`src/rtl/pm_pkg.sv`:
```
package pm_pkg;

    localparam int MAX_TERMS   = 32;
    localparam int COEFF_WIDTH = 16;
    localparam int OUT_WIDTH   = 38;

    localparam int IDX_W  = $clog2(MAX_TERMS);
    localparam int CNT_W  = $clog2(MAX_TERMS + 1);
    localparam int K_W    = $clog2(2 * MAX_TERMS - 1);
    localparam int PROD_W = 2 * COEFF_WIDTH;
    localparam int ACC_W  = PROD_W + IDX_W;

    localparam int QUEUE_DEPTH = 2;
    localparam int QPTR_W      = $clog2(QUEUE_DEPTH);
    localparam int QCNT_W      = $clog2(QUEUE_DEPTH + 1);

    typedef enum logic {
        OP_FIRST  = 1'b0,
        OP_SECOND = 1'b1
    } opcode_t;

    // Command word passed from the front end to the compute engine.
    typedef struct packed {
        logic                           wr;
        logic                           is_b;
        logic [IDX_W-1:0]               addr;
        logic signed [COEFF_WIDTH-1:0]  coeff;
        logic                           start;
        logic [CNT_W-1:0]               len_a;
        logic [CNT_W-1:0]               len_b;
        logic                           err;
    } cmd_t;

    typedef enum logic [1:0] {
        ST_IDLE,
        ST_CALC,
        ST_DRAIN,
        ST_EMIT
    } state_t;

endpackage

```
`src/rtl/pm_operand_if.sv`:
```
interface pm_operand_if;
    import pm_pkg::*;

    logic                          valid;
    logic                          ready;
    logic                          opcode;
    logic signed [COEFF_WIDTH-1:0] coeff;
    logic                          last;

    modport source (output valid, output opcode, output coeff, output last, input ready);
    modport sink   (input valid, input opcode, input coeff, input last, output ready);
endinterface

```
`src/rtl/pm_product_if.sv`:
```
interface pm_product_if;
    import pm_pkg::*;

    logic                        valid;
    logic                        ready;
    logic signed [OUT_WIDTH-1:0] product_coeff;
    logic                        error;
    logic                        last_of_run;

    modport source (output valid, output product_coeff, output error, output last_of_run,
                    input ready);
    modport sink   (input valid, input product_coeff, input error, input last_of_run,
                    output ready);
endinterface

```
`src/rtl/pm_front.sv`:
```
module pm_front (
    input  logic          clk,
    input  logic          rst_n,
    pm_operand_if.sink    operand,
    output pm_pkg::cmd_t  cmd,
    output logic          push,
    input  logic          full
);
    import pm_pkg::*;

    logic [CNT_W-1:0] cnt_a_reg, cnt_a_next;
    logic [CNT_W-1:0] cnt_b_reg, cnt_b_next;
    logic             first_done_reg, first_done_next;
    logic             dropped_reg, dropped_next;
    logic             accept;
    logic             wr_a, wr_b;

    assign operand.ready = !full;
    assign accept        = operand.valid && !full;
    assign push          = accept;

    always_comb
    begin
        cnt_a_next      = cnt_a_reg;
        cnt_b_next      = cnt_b_reg;
        first_done_next = first_done_reg;
        dropped_next    = dropped_reg;
        wr_a            = !first_done_reg && (cnt_a_reg < CNT_W'(MAX_TERMS));
        wr_b            = cnt_b_reg < CNT_W'(MAX_TERMS);

        cmd       = '0;
        cmd.coeff = operand.coeff;

        if (operand.opcode == OP_FIRST)
        begin
            cmd.wr   = wr_a;
            cmd.is_b = 1'b0;
            cmd.addr = IDX_W'(cnt_a_reg);
            if (accept)
            begin
                if (wr_a)
                    cnt_a_next = cnt_a_reg + CNT_W'(1);
                else
                    dropped_next = 1'b1;
                if (operand.last)
                    first_done_next = 1'b1;
            end
        end
        else
        begin
            cmd.wr    = wr_b;
            cmd.is_b  = 1'b1;
            cmd.addr  = IDX_W'(cnt_b_reg);
            cmd.start = operand.last;
            cmd.len_a = cnt_a_reg;
            cmd.len_b = cnt_b_reg + CNT_W'(wr_b);
            cmd.err   = dropped_reg || !wr_b || (cnt_a_reg == '0);
            if (accept)
            begin
                if (wr_b)
                    cnt_b_next = cnt_b_reg + CNT_W'(1);
                else
                    dropped_next = 1'b1;
                // run closes: clear the operand bookkeeping
                if (operand.last)
                begin
                    cnt_a_next      = '0;
                    cnt_b_next      = '0;
                    first_done_next = 1'b0;
                    dropped_next    = 1'b0;
                end
            end
        end
    end

    always_ff @(posedge clk or negedge rst_n)
    begin
        if (!rst_n)
        begin
            cnt_a_reg      <= '0;
            cnt_b_reg      <= '0;
            first_done_reg <= 1'b0;
            dropped_reg    <= 1'b0;
        end
        else
        begin
            cnt_a_reg      <= cnt_a_next;
            cnt_b_reg      <= cnt_b_next;
            first_done_reg <= first_done_next;
            dropped_reg    <= dropped_next;
        end
    end

endmodule

```
`src/rtl/pm_queue.sv`:
```
module pm_queue (
    input  logic          clk,
    input  logic          rst_n,
    input  logic          push,
    input  pm_pkg::cmd_t  cmd_in,
    output logic          full,
    input  logic          pop,
    output pm_pkg::cmd_t  cmd_out,
    output logic          empty
);
    import pm_pkg::*;

    cmd_t              entry_reg [QUEUE_DEPTH];
    logic [QPTR_W-1:0] wr_ptr_reg, wr_ptr_next;
    logic [QPTR_W-1:0] rd_ptr_reg, rd_ptr_next;
    logic [QCNT_W-1:0] count_reg, count_next;
    logic              do_push, do_pop;

    assign full    = (count_reg == QCNT_W'(QUEUE_DEPTH));
    assign empty   = (count_reg == '0);
    assign cmd_out = entry_reg[rd_ptr_reg];
    assign do_push = push && !full;
    assign do_pop  = pop && !empty;

    always_comb
    begin
        wr_ptr_next = wr_ptr_reg;
        rd_ptr_next = rd_ptr_reg;
        count_next  = count_reg;
        if (do_push)
            wr_ptr_next = (wr_ptr_reg == QPTR_W'(QUEUE_DEPTH - 1)) ? '0 : wr_ptr_reg + QPTR_W'(1);
        if (do_pop)
            rd_ptr_next = (rd_ptr_reg == QPTR_W'(QUEUE_DEPTH - 1)) ? '0 : rd_ptr_reg + QPTR_W'(1);
        if (do_push && !do_pop)
            count_next = count_reg + QCNT_W'(1);
        else if (do_pop && !do_push)
            count_next = count_reg - QCNT_W'(1);
    end

    always_ff @(posedge clk)
    begin
        if (do_push)
            entry_reg[wr_ptr_reg] <= cmd_in;
    end

    always_ff @(posedge clk or negedge rst_n)
    begin
        if (!rst_n)
        begin
            wr_ptr_reg <= '0;
            rd_ptr_reg <= '0;
            count_reg  <= '0;
        end
        else
        begin
            wr_ptr_reg <= wr_ptr_next;
            rd_ptr_reg <= rd_ptr_next;
            count_reg  <= count_next;
        end
    end

endmodule

```
`src/rtl/pm_engine.sv`:
```
module pm_engine (
    input  logic          clk,
    input  logic          rst_n,
    input  pm_pkg::cmd_t  cmd,
    input  logic          empty,
    output logic          pop,
    pm_product_if.source  product
);
    import pm_pkg::*;

    logic signed [COEFF_WIDTH-1:0] mem_a [MAX_TERMS];
    logic signed [COEFF_WIDTH-1:0] mem_b [MAX_TERMS];

    state_t state_reg, state_next;

    logic [CNT_W-1:0]  la_reg, la_next;
    logic [CNT_W-1:0]  lb_reg, lb_next;
    logic              err_reg, err_next;
    logic [K_W-1:0]    k_reg, k_next;
    logic [K_W-1:0]    kmax_reg, kmax_next;
    logic [IDX_W-1:0]  i_reg, i_next;
    logic [IDX_W-1:0]  iend_reg, iend_next;
    logic [IDX_W-1:0]  addr_b;

    logic signed [COEFF_WIDTH-1:0] rd_a_reg, rd_b_reg;
    logic signed [PROD_W-1:0]      prod_reg;
    logic signed [ACC_W-1:0]       acc_reg, acc_next;
    logic                          s1_valid_reg, s1_last_reg;
    logic                          s2_valid_reg, s2_last_reg;

    logic                          out_valid_reg, out_valid_next;
    logic signed [OUT_WIDTH-1:0]   out_coeff_reg, out_coeff_next;
    logic                          out_err_reg, out_err_next;
    logic                          out_last_reg, out_last_next;
    logic                          out_free;

    logic [K_W-1:0] k_inc, la_k, lb_k;

    assign addr_b   = IDX_W'(k_reg - K_W'(i_reg));
    assign out_free = !out_valid_reg || product.ready;
    assign k_inc    = k_reg + K_W'(1);
    assign la_k     = K_W'(la_reg);
    assign lb_k     = K_W'(lb_reg);

    assign product.valid         = out_valid_reg;
    assign product.product_coeff = out_coeff_reg;
    assign product.error         = out_err_reg;
    assign product.last_of_run   = out_last_reg;

    always_comb
    begin
        state_next     = state_reg;
        la_next        = la_reg;
        lb_next        = lb_reg;
        err_next       = err_reg;
        k_next         = k_reg;
        kmax_next      = kmax_reg;
        i_next         = i_reg;
        iend_next      = iend_reg;
        pop            = 1'b0;
        out_valid_next = out_valid_reg && !product.ready;
        out_coeff_next = out_coeff_reg;
        out_err_next   = out_err_reg;
        out_last_next  = out_last_reg;

        acc_next = acc_reg;
        if (s2_valid_reg)
            acc_next = acc_reg + ACC_W'(prod_reg);

        unique case (state_reg)
            ST_IDLE:
            begin
                pop = !empty;
                if (!empty && cmd.start)
                begin
                    la_next   = cmd.len_a;
                    lb_next   = cmd.len_b;
                    err_next  = cmd.err;
                    k_next    = '0;
                    i_next    = '0;
                    iend_next = '0;
                    acc_next  = '0;
                    if (cmd.len_a == '0)
                    begin
                        kmax_next  = '0;
                        state_next = ST_EMIT;
                    end
                    else
                    begin
                        kmax_next  = K_W'(K_W'(cmd.len_a) + K_W'(cmd.len_b) - K_W'(2));
                        state_next = ST_CALC;
                    end
                end
            end
            ST_CALC:
            begin
                i_next = i_reg + IDX_W'(1);
                if (i_reg == iend_reg)
                    state_next = ST_DRAIN;
            end
            ST_DRAIN:
            begin
                if (s2_valid_reg && s2_last_reg)
                    state_next = ST_EMIT;
            end
            ST_EMIT:
            begin
                if (out_free)
                begin
                    out_valid_next = 1'b1;
                    out_coeff_next = OUT_WIDTH'(acc_reg);
                    out_err_next   = err_reg;
                    out_last_next  = (k_reg == kmax_reg);
                    if (k_reg == kmax_reg)
                        state_next = ST_IDLE;
                    else
                    begin
                        k_next    = k_inc;
                        acc_next  = '0;
                        i_next    = (k_inc >= lb_k) ? IDX_W'(k_inc - lb_k + K_W'(1)) : '0;
                        iend_next = (k_inc < la_k) ? IDX_W'(k_inc) : IDX_W'(la_k - K_W'(1));
                        state_next = ST_CALC;
                    end
                end
            end
            default:
            begin
                state_next = ST_IDLE;
            end
        endcase
    end

    // coefficient stores and their registered read ports
    always_ff @(posedge clk)
    begin
        if (pop && cmd.wr && !cmd.is_b)
            mem_a[cmd.addr] <= cmd.coeff;
        if (pop && cmd.wr && cmd.is_b)
            mem_b[cmd.addr] <= cmd.coeff;
        rd_a_reg <= mem_a[i_reg];
        rd_b_reg <= mem_b[addr_b];
    end

    always_ff @(posedge clk)
    begin
        prod_reg       <= rd_a_reg * rd_b_reg;
        acc_reg        <= acc_next;
        la_reg         <= la_next;
        lb_reg         <= lb_next;
        err_reg        <= err_next;
        k_reg          <= k_next;
        kmax_reg       <= kmax_next;
        i_reg          <= i_next;
        iend_reg       <= iend_next;
        out_coeff_reg  <= out_coeff_next;
        out_err_reg    <= out_err_next;
        out_last_reg   <= out_last_next;
    end

    always_ff @(posedge clk or negedge rst_n)
    begin
        if (!rst_n)
        begin
            state_reg     <= ST_IDLE;
            s1_valid_reg  <= 1'b0;
            s1_last_reg   <= 1'b0;
            s2_valid_reg  <= 1'b0;
            s2_last_reg   <= 1'b0;
            out_valid_reg <= 1'b0;
        end
        else
        begin
            state_reg     <= state_next;
            s1_valid_reg  <= (state_reg == ST_CALC);
            s1_last_reg   <= (i_reg == iend_reg);
            s2_valid_reg  <= s1_valid_reg;
            s2_last_reg   <= s1_last_reg;
            out_valid_reg <= out_valid_next;
        end
    end

endmodule

```
`src/rtl/polynomial_multiplier.sv`:
```
// Polynomial multiplier: takes two integer polynomials one coefficient word at a time,
// highest degree first (opcode 0 = first operand, opcode 1 = second operand), and on a
// second-operand word with last set streams out the full linear convolution,
// len_a + len_b - 1 coefficients, highest degree first, last_of_run on the final one.
// Results are full width and never wrap. Up to 32 coefficients per operand are kept;
// extra ones, and first-operand words after the first operand was closed, are dropped
// and set error on every result of the run. An empty first operand yields a single zero
// result with error set. Load words land in a two-entry command queue, so the front
// keeps taking words while a product is being computed, until the queue fills. The
// product is worked out by one 16x16 multiplier and accumulator fed from the two
// coefficient stores: each output coefficient sums its terms, one store read per term,
// through two pipeline stages, and is then handed to the result register.
// Output words wait in a result register; a stalled sink holds the engine.
module polynomial_multiplier (
    input  logic         clk,
    input  logic         rst_n,
    pm_operand_if.sink   operand,
    pm_product_if.source product
);
    import pm_pkg::*;

    cmd_t q_in;
    cmd_t q_out;
    logic q_push;
    logic q_full;
    logic q_pop;
    logic q_empty;

    // classify words and track operand counts
    pm_front u_front (
        .clk     (clk),
        .rst_n   (rst_n),
        .operand (operand),
        .cmd     (q_in),
        .push    (q_push),
        .full    (q_full)
    );

    // decouple loading from the multiply-accumulate run
    pm_queue u_queue (
        .clk     (clk),
        .rst_n   (rst_n),
        .push    (q_push),
        .cmd_in  (q_in),
        .full    (q_full),
        .pop     (q_pop),
        .cmd_out (q_out),
        .empty   (q_empty)
    );

    // store coefficients and compute the convolution
    pm_engine u_engine (
        .clk     (clk),
        .rst_n   (rst_n),
        .cmd     (q_out),
        .empty   (q_empty),
        .pop     (q_pop),
        .product (product)
    );

endmodule
```
`src/flat_wrapper.sv`:
```
// flat-port wrapper written by rule: the top's interface ports become plain ports
module polynomial_multiplier_flat import pm_pkg::*;
  (clk, rst_n, operand_valid, operand_opcode, operand_coeff, operand_last, operand_ready, product_valid, product_product_coeff, product_error, product_last_of_run, product_ready);
  pm_operand_if operand_i ();
  pm_product_if product_i ();
  input  logic clk;
  input  logic rst_n;
  input wire logic [$bits(operand_i.valid)-1:0] operand_valid;
  input wire logic [$bits(operand_i.opcode)-1:0] operand_opcode;
  input wire logic [$bits(operand_i.coeff)-1:0] operand_coeff;
  input wire logic [$bits(operand_i.last)-1:0] operand_last;
  output wire logic [$bits(operand_i.ready)-1:0] operand_ready;
  output wire logic [$bits(product_i.valid)-1:0] product_valid;
  output wire logic [$bits(product_i.product_coeff)-1:0] product_product_coeff;
  output wire logic [$bits(product_i.error)-1:0] product_error;
  output wire logic [$bits(product_i.last_of_run)-1:0] product_last_of_run;
  input wire logic [$bits(product_i.ready)-1:0] product_ready;
  assign operand_i.valid = operand_valid;
  assign operand_i.opcode = operand_opcode;
  assign operand_i.coeff = operand_coeff;
  assign operand_i.last = operand_last;
  assign operand_ready = operand_i.ready;
  assign product_valid = product_i.valid;
  assign product_product_coeff = product_i.product_coeff;
  assign product_error = product_i.error;
  assign product_last_of_run = product_i.last_of_run;
  assign product_i.ready = product_ready;
  polynomial_multiplier u_core (.clk(clk), .rst_n(rst_n), .operand(operand_i), .product(product_i));
endmodule
```
`config.mk`:
```
export PLATFORM = sky130hd
export DESIGN_NAME = polynomial_multiplier_flat
export DESIGN_NICKNAME = d
export VERILOG_FILES = /design/src/rtl/pm_pkg.sv /design/src/rtl/pm_operand_if.sv /design/src/rtl/pm_product_if.sv /design/src/rtl/pm_front.sv /design/src/rtl/pm_queue.sv /design/src/rtl/pm_engine.sv /design/src/rtl/polynomial_multiplier.sv /design/src/flat_wrapper.sv
export SDC_FILE = /design/constraint.sdc
export NUM_CORES = 2
export LEC_CHECK = 0
export BUFFER_PORTS_ARGS = -buffer_cell sky130_fd_sc_hd__buf_2
export CELL_PAD_IN_SITES_DETAIL_PLACEMENT = 0
export CELL_PAD_IN_SITES_GLOBAL_PLACEMENT = 1
export CORE_ASPECT_RATIO = 0.6
export CORE_MARGIN = 2
export CORE_UTILIZATION = 55
export DETAILED_ROUTE_END_ITERATION = 10
export PLACE_DENSITY = 0.81
export SLEW_MARGIN = 20
export SYNTH_ARGS = -nofsm -noshare
export SYNTH_HDL_FRONTEND = slang
export SYNTH_SLANG_ARGS = --single-unit
```
`constraint.sdc`:
```
create_clock -name clk -period 6.72 [get_ports clk]
set_input_delay 0.336 -clock clk [delete_from_list [all_inputs] [get_ports clk]]
set_output_delay 0.336 -clock clk [all_outputs]
set_load 0.01 [all_outputs]
```
# == After elaboration in Yosys (flattened, before gate mapping) ==
# Memories as Yosys holds them, arrays and structs flattened. A register that Yosys moved wholly into a read port is not among the register bits.
# Cells that the tools add are included.
# totals
reg_bits,168
mem_bits_rw,1098
mem_count,3
# op_classes
addsub,16
mul,1
magnitude_cmp,4
n_eq_ne,14
mux,58
reduce_logical,42
# memory_table
name,depth,width,rd,rd_ports_with_merged_regs,wr,line,source
u_core.u_engine.mem_a,32,16,1,1,1,pm_engine.sv:11,logic signed [COEFF_WIDTH-1:0] mem_a [MAX_TERMS];
u_core.u_engine.mem_b,32,16,1,1,1,pm_engine.sv:12,logic signed [COEFF_WIDTH-1:0] mem_b [MAX_TERMS];
u_core.u_queue.entry_reg,2,37,1,0,1,pm_queue.sv:13,cmd_t entry_reg [QUEUE_DEPTH];
# ops
op,count
two-way mux 37 bit,4
one-hot mux 37 bit (2 select lines),1
two-way mux 6 bit,10
adder 37 x 32 -> 37 bit,1
two-way mux 5 bit,7
multiplier 16 x 16 -> 32 bit,1
two-way mux 1 bit,23
adder 6 x 1 -> 6 bit (second input constant),3
one-hot mux 5 bit (3 select lines),1
two-way mux 14 bit,1
two-way mux 2 bit,7
logical AND 1 bit,12
zero test 6 bit,2
less-than comparator 6 bit (second input constant),2
inequality test 2 bit (second input constant),6
one-hot mux 6 bit (2 select lines),1
AND reduction 4 bit,3
adder 5 x 1 -> 5 bit (second input constant),2
one-hot mux 5 bit (2 select lines),1
subtractor 5 bit,2
zero test 1 bit,9
AND reduction 3 bit,3
one-hot mux 2 bit (4 select lines),1
nonzero test 2 bit,4
other kinds (20),28

# == Depth between registers and ports, before layout ==
# depth
depth_word,8
ltp_mapped,24
depth_no_buf,23

# == Modules after synthesis ==
# Synthesis repeated with hierarchy kept, for this count alone.
# unflattened
hier_cells,3868
area_unflattened_um2,61282.5
# modules_own_cells
module,n_inst,cells_each,area_each_um2
pm_engine,1,3590,57193.6
pm_queue,1,134,2949.1
pm_front,1,144,1139.8

# == Worst setup path after synthesis ==
# Ideal clock, no wire load.
# synth_timing
path_kind,reg2reg
from,"register u_core.u_engine.rd_a_reg[15], read port of u_core.u_engine.mem_a"
to,register u_core.u_engine.prod_reg[31]
setup_time_ns,0.143
arrival_time_ns,5.739
t_required_ns,6.577
setup_slack_ns,0.837
path_stages_with_launch,20
n_path_buf,1
synth_period_minus_slack_ns,5.883
cell_sequence,dfxtp_1 clkbuf_1 nand2_1 fa_1 inv_1 fa_1 inv_1 fa_1 fa_1 fa_1 fa_1 inv_1 ha_1 a21oi_1 nor2_1 o21ai_0 nand2b_1 and3_1 a2111oi_0 o211ai_1
# synth_via
elab_chain_len,1
# synth_lines
element,line,source
start: declaration,pm_engine.sv:25,"logic signed [COEFF_WIDTH-1:0] rd_a_reg, rd_b_reg;"
multiplier 16 x 16 -> 32 bit,pm_engine.sv:146,prod_reg <= rd_a_reg * rd_b_reg;
end signal: assignment,pm_engine.sv:146,
end: declaration,pm_engine.sv:26,logic signed [PROD_W-1:0] prod_reg;
# Every way passes these cells.
# A chain may end at the register's enable or synchronous reset.

# == Final worst setup path ==
# layout_timing
from,"register u_core.u_engine.rd_b_reg[3], read port of u_core.u_engine.mem_b"
to,register u_core.u_engine.prod_reg[29]
# layout_via
elab_chain_len,1
# layout_lines
element,line
start: declaration,pm_engine.sv:25
multiplier 16 x 16 -> 32 bit,pm_engine.sv:146
# Every way passes these cells.

==> flow_summary.toml <==
[placed_design]
dp.cells = 5150
place_congestion = 0.884
dpl.hpwl_mm = 91.6
dpl_cell_area_sq_um = 63600
io_buffers = 63

[worst_setup_path]
path_cells = "nand2_1 > fa_1 > fa_1 > fa_1 > fa_1 > inv_1 > fa_1 > fa_1 > ha_1 > o21a_1 > nor2_1 > nor2_1 > o32ai_1 > a21oi_1 > a21oi_1 > buf_4 > o21ai_0 > nand2_1 > o21ai_0 > xor2_1"
reg2reg_depth = 20
slowest_stage = "dfxtp_1"
critPathMaxFanout = 16
cp.arrival_ns = 6.88
start_kind = "flop"
crit_type = "flop to flop"
cp_num_cells = 20
slowest_delay_ns = 0.73
path_delay_family = "adder cells"
end_kind = "flop"
required_ns = 7.37
path_common_cell = "fa_1"
path_buf_inv = 2

[grt]
grt_pass1_vias = 31400
grt_use_total_pct = 25.5
antenna_found_initial = 3
grt_pass1_wl_mm = 210
grt_max_degree = 132
gr-total-overflow = 0

[logic_synthesis]
yosys_most_used_dff = "edfxtp_1"
ys_ff_latch = 1298
synthXorXnorAreaFrac_pct = 1.56
synth_nets = 4055
synth_area_sq_um = 60900
ys_types = 71
seq_area_frac_synth_pct = 62.2
synth-compound-area-share_pct = 2.76
synth_cells = 3606
postSynthAreaPerCell_sq_um = 16.9
synth-simple-area-share_pct = 4.91
synth_mux_area_share_pct = 13.4
synth_top_family_by_area = "multiplexers"
yosysWarnings = 0
synth_fa_ha_area_share_pct = 12.1
async_flop_share_pct = 1.93
synth-edff-count = 1172

[layout]
final_area_sq_um = 67400
fin_cells = 5370
syn_to_final_growth_pct = 10.7
nets = 4242
drive_gt1_share_pct = 20.1

[cts]
cts-root-to-sink-buffers = 3
post-cts-setup-buffers = 0
cts.sinks = 1298
cts.clk_slew.worst_paths_ns = 0.07
cts_max_level = 3
cts_buffers = 110
clkLatencyLatePin_ns = 0.73
cts_root_buffer = "clkbuf_16"
cts_tree = "yes"

[sta]
rsz0062_at_grt = "false"
finalHoldViolCount = 0
fmax_mhz = 161
finalSetupTns_ns = 0
fin_crit_ns = 6.23
setup_viol_count_final = 0
holdWs_ns = 0.112
slew_viol_final = 0
fin_skew_ns = 0.0323
post-route-period-util_pct = 92.7
worst_pin_slew_ns = 1.23
slew_headroom_pct = 17.5

[status]
status = "finished, final reports clean"

[floorplan]
ioPinCount = 64
dieWidth_um = 433
dieArea_sq_um = 113000
core_area_sq_um = 110000
die_height_um = 262
rows = 94
initial_core_util_pct = 55.5

[hold_path]
holdPathStages = 1
hp-class = "input pin to flop"

[detailed_routing]
vias_per_cell = 5.93
vias = 31900
dr.pass1.iters = 6
routed_wl_mm = 141
drc = 0
avgRoutedWirePerCell_um = 26.3
drtIter0Drc = 3602
antenna_left = 0

[flow_run]
drv_cap = 0
-- cell usage in the layout (no fill, tap or decap), types with 114 or more instances in the layout --
cell type	count
and2_1	138
buf_4	121
clkbuf_16	114
edfxtp_1	1172
fa_1	266
ha_1	159
inv_1	360
mux4_2	320
nand2_1	195
nor2_1	150
-- cell families (layout without fill, tap and decap cells) --
logic type                 Yosys count  in the layout
xor gates and xnor gates           107            107
adders and majority gates          427            427
other                                0              4
and+or+nand+nor                    628            628
DFF                               1298           1298
buffers and inverters              494            766
AOI/OAI and AO/OA                  244            244
muxes                              408            408
-- cell usage after synthesis (all sizes together), types with 3 or more instances --
| cell | count | area [sq um] |
|---|---|---|
| a2111oi | 4 | 60.1 |
| a211o | 3 | 26.3 |
| a211oi | 10 | 80.1 |
| a21boi | 3 | 22.5 |
| a21o | 35 | 263 |
| a21oi | 71 | 389 |
| a31oi | 6 | 43.8 |
| and2 | 139 | 870 |
| and3 | 8 | 50.1 |
| and4 | 4 | 35.0 |
| buf | 45 | 205 |
| clkbuf | 88 | 330 |
| dfrtp | 25 | 626 |
| dfxtp | 101 | 2020 |
| edfxtp | 1172 | 35200 |
| fa | 267 | 5350 |
| ha | 160 | 2000 |
| inv | 361 | 1360 |
| mux2 | 56 | 631 |
| mux2i | 32 | 320 |
| mux4 | 320 | 7210 |
| nand2 | 195 | 732 |
| nand2b | 18 | 113 |
| nand3 | 17 | 85.1 |
| nand3b | 3 | 22.5 |
| nand4 | 13 | 81.3 |
| nor2 | 172 | 646 |
| nor2b | 19 | 119 |
| nor3 | 26 | 135 |
| nor4 | 4 | 25.0 |
| o211a | 4 | 40.0 |
| o21a | 11 | 83.8 |
| o21ai | 51 | 267 |
| o21bai | 8 | 60.1 |
| o22ai | 10 | 62.6 |
| o32ai | 11 | 96.3 |
| or2 | 3 | 18.8 |
| or3 | 3 | 18.8 |
| xnor2 | 71 | 622 |
| xor2 | 35 | 307 |
-- stage by stage --
stage | worst slack [ns] | utilization (%)
2_1_floorplan | 0.837 | -
3_3_place_gp | 0.553 | 58.0
3_5_place_dp | 0.467 | 58.0
4_1_cts | 0.448 | 61.4
5_1_grt | 0.0535 | 61.5
6_report | 0.490 | 61.5
-- worst paths after layout --
path / start / end / slack [ns]
max: u_core.u_engine.rd_b_reg[3] / u_core.u_engine.prod_reg[29] / 0.49
min: operand_opcode / u_core.u_queue.entry_reg[1][35] / 0.11
max reg2reg: u_core.u_engine.rd_b_reg[3] / u_core.u_engine.prod_reg[29] / 0.49
min reg2reg: u_core.u_engine.s1_last_reg / u_core.u_engine.s2_last_reg / 0.34
max in group asynchronous: rst_n / u_core.u_queue.rd_ptr_reg / 6.02
min in group asynchronous: rst_n / u_core.u_queue.count_reg[0] / 0.21
-- metal layers --
layer  part of all wire, %  vias up  routed length, um  GRT usage (%)
li1                      -    13700                  -              -
met1                    45    16400              64100           40.5
met2                    40     1578              56900           33.8
met3                    12      165              17500           9.48
met4                   1.8        2               2580           5.12
met5                  0.14        -                199              0
-- timing repair --
| item | 4_1_cts | 5_1_grt |
|---|---|---|
| endpoints found under the setup margin | 0 | 1 |
| hold buffers | 19 | 0 |
| gates resized for setup | 0 | 3 |
| hold endpoints to repair | 61 | 0 |
-- layout make-up --
cell class | count | area (sq um)
antenna | 4 | 10.0
clock buffer | 151 | 3090
clock inverter | 46 | 442
fill | 8007 | 42200
inverter | 361 | 1360
multi-input combinational | 1814 | 21300
sequential | 1298 | 37800
tap | 1488 | 1860
timing repair buffer | 208 | 1510
Power is left out: the tool's default activity adds up to more than one toggle a clock period on the data nets, which glitch-free logic cannot reach.
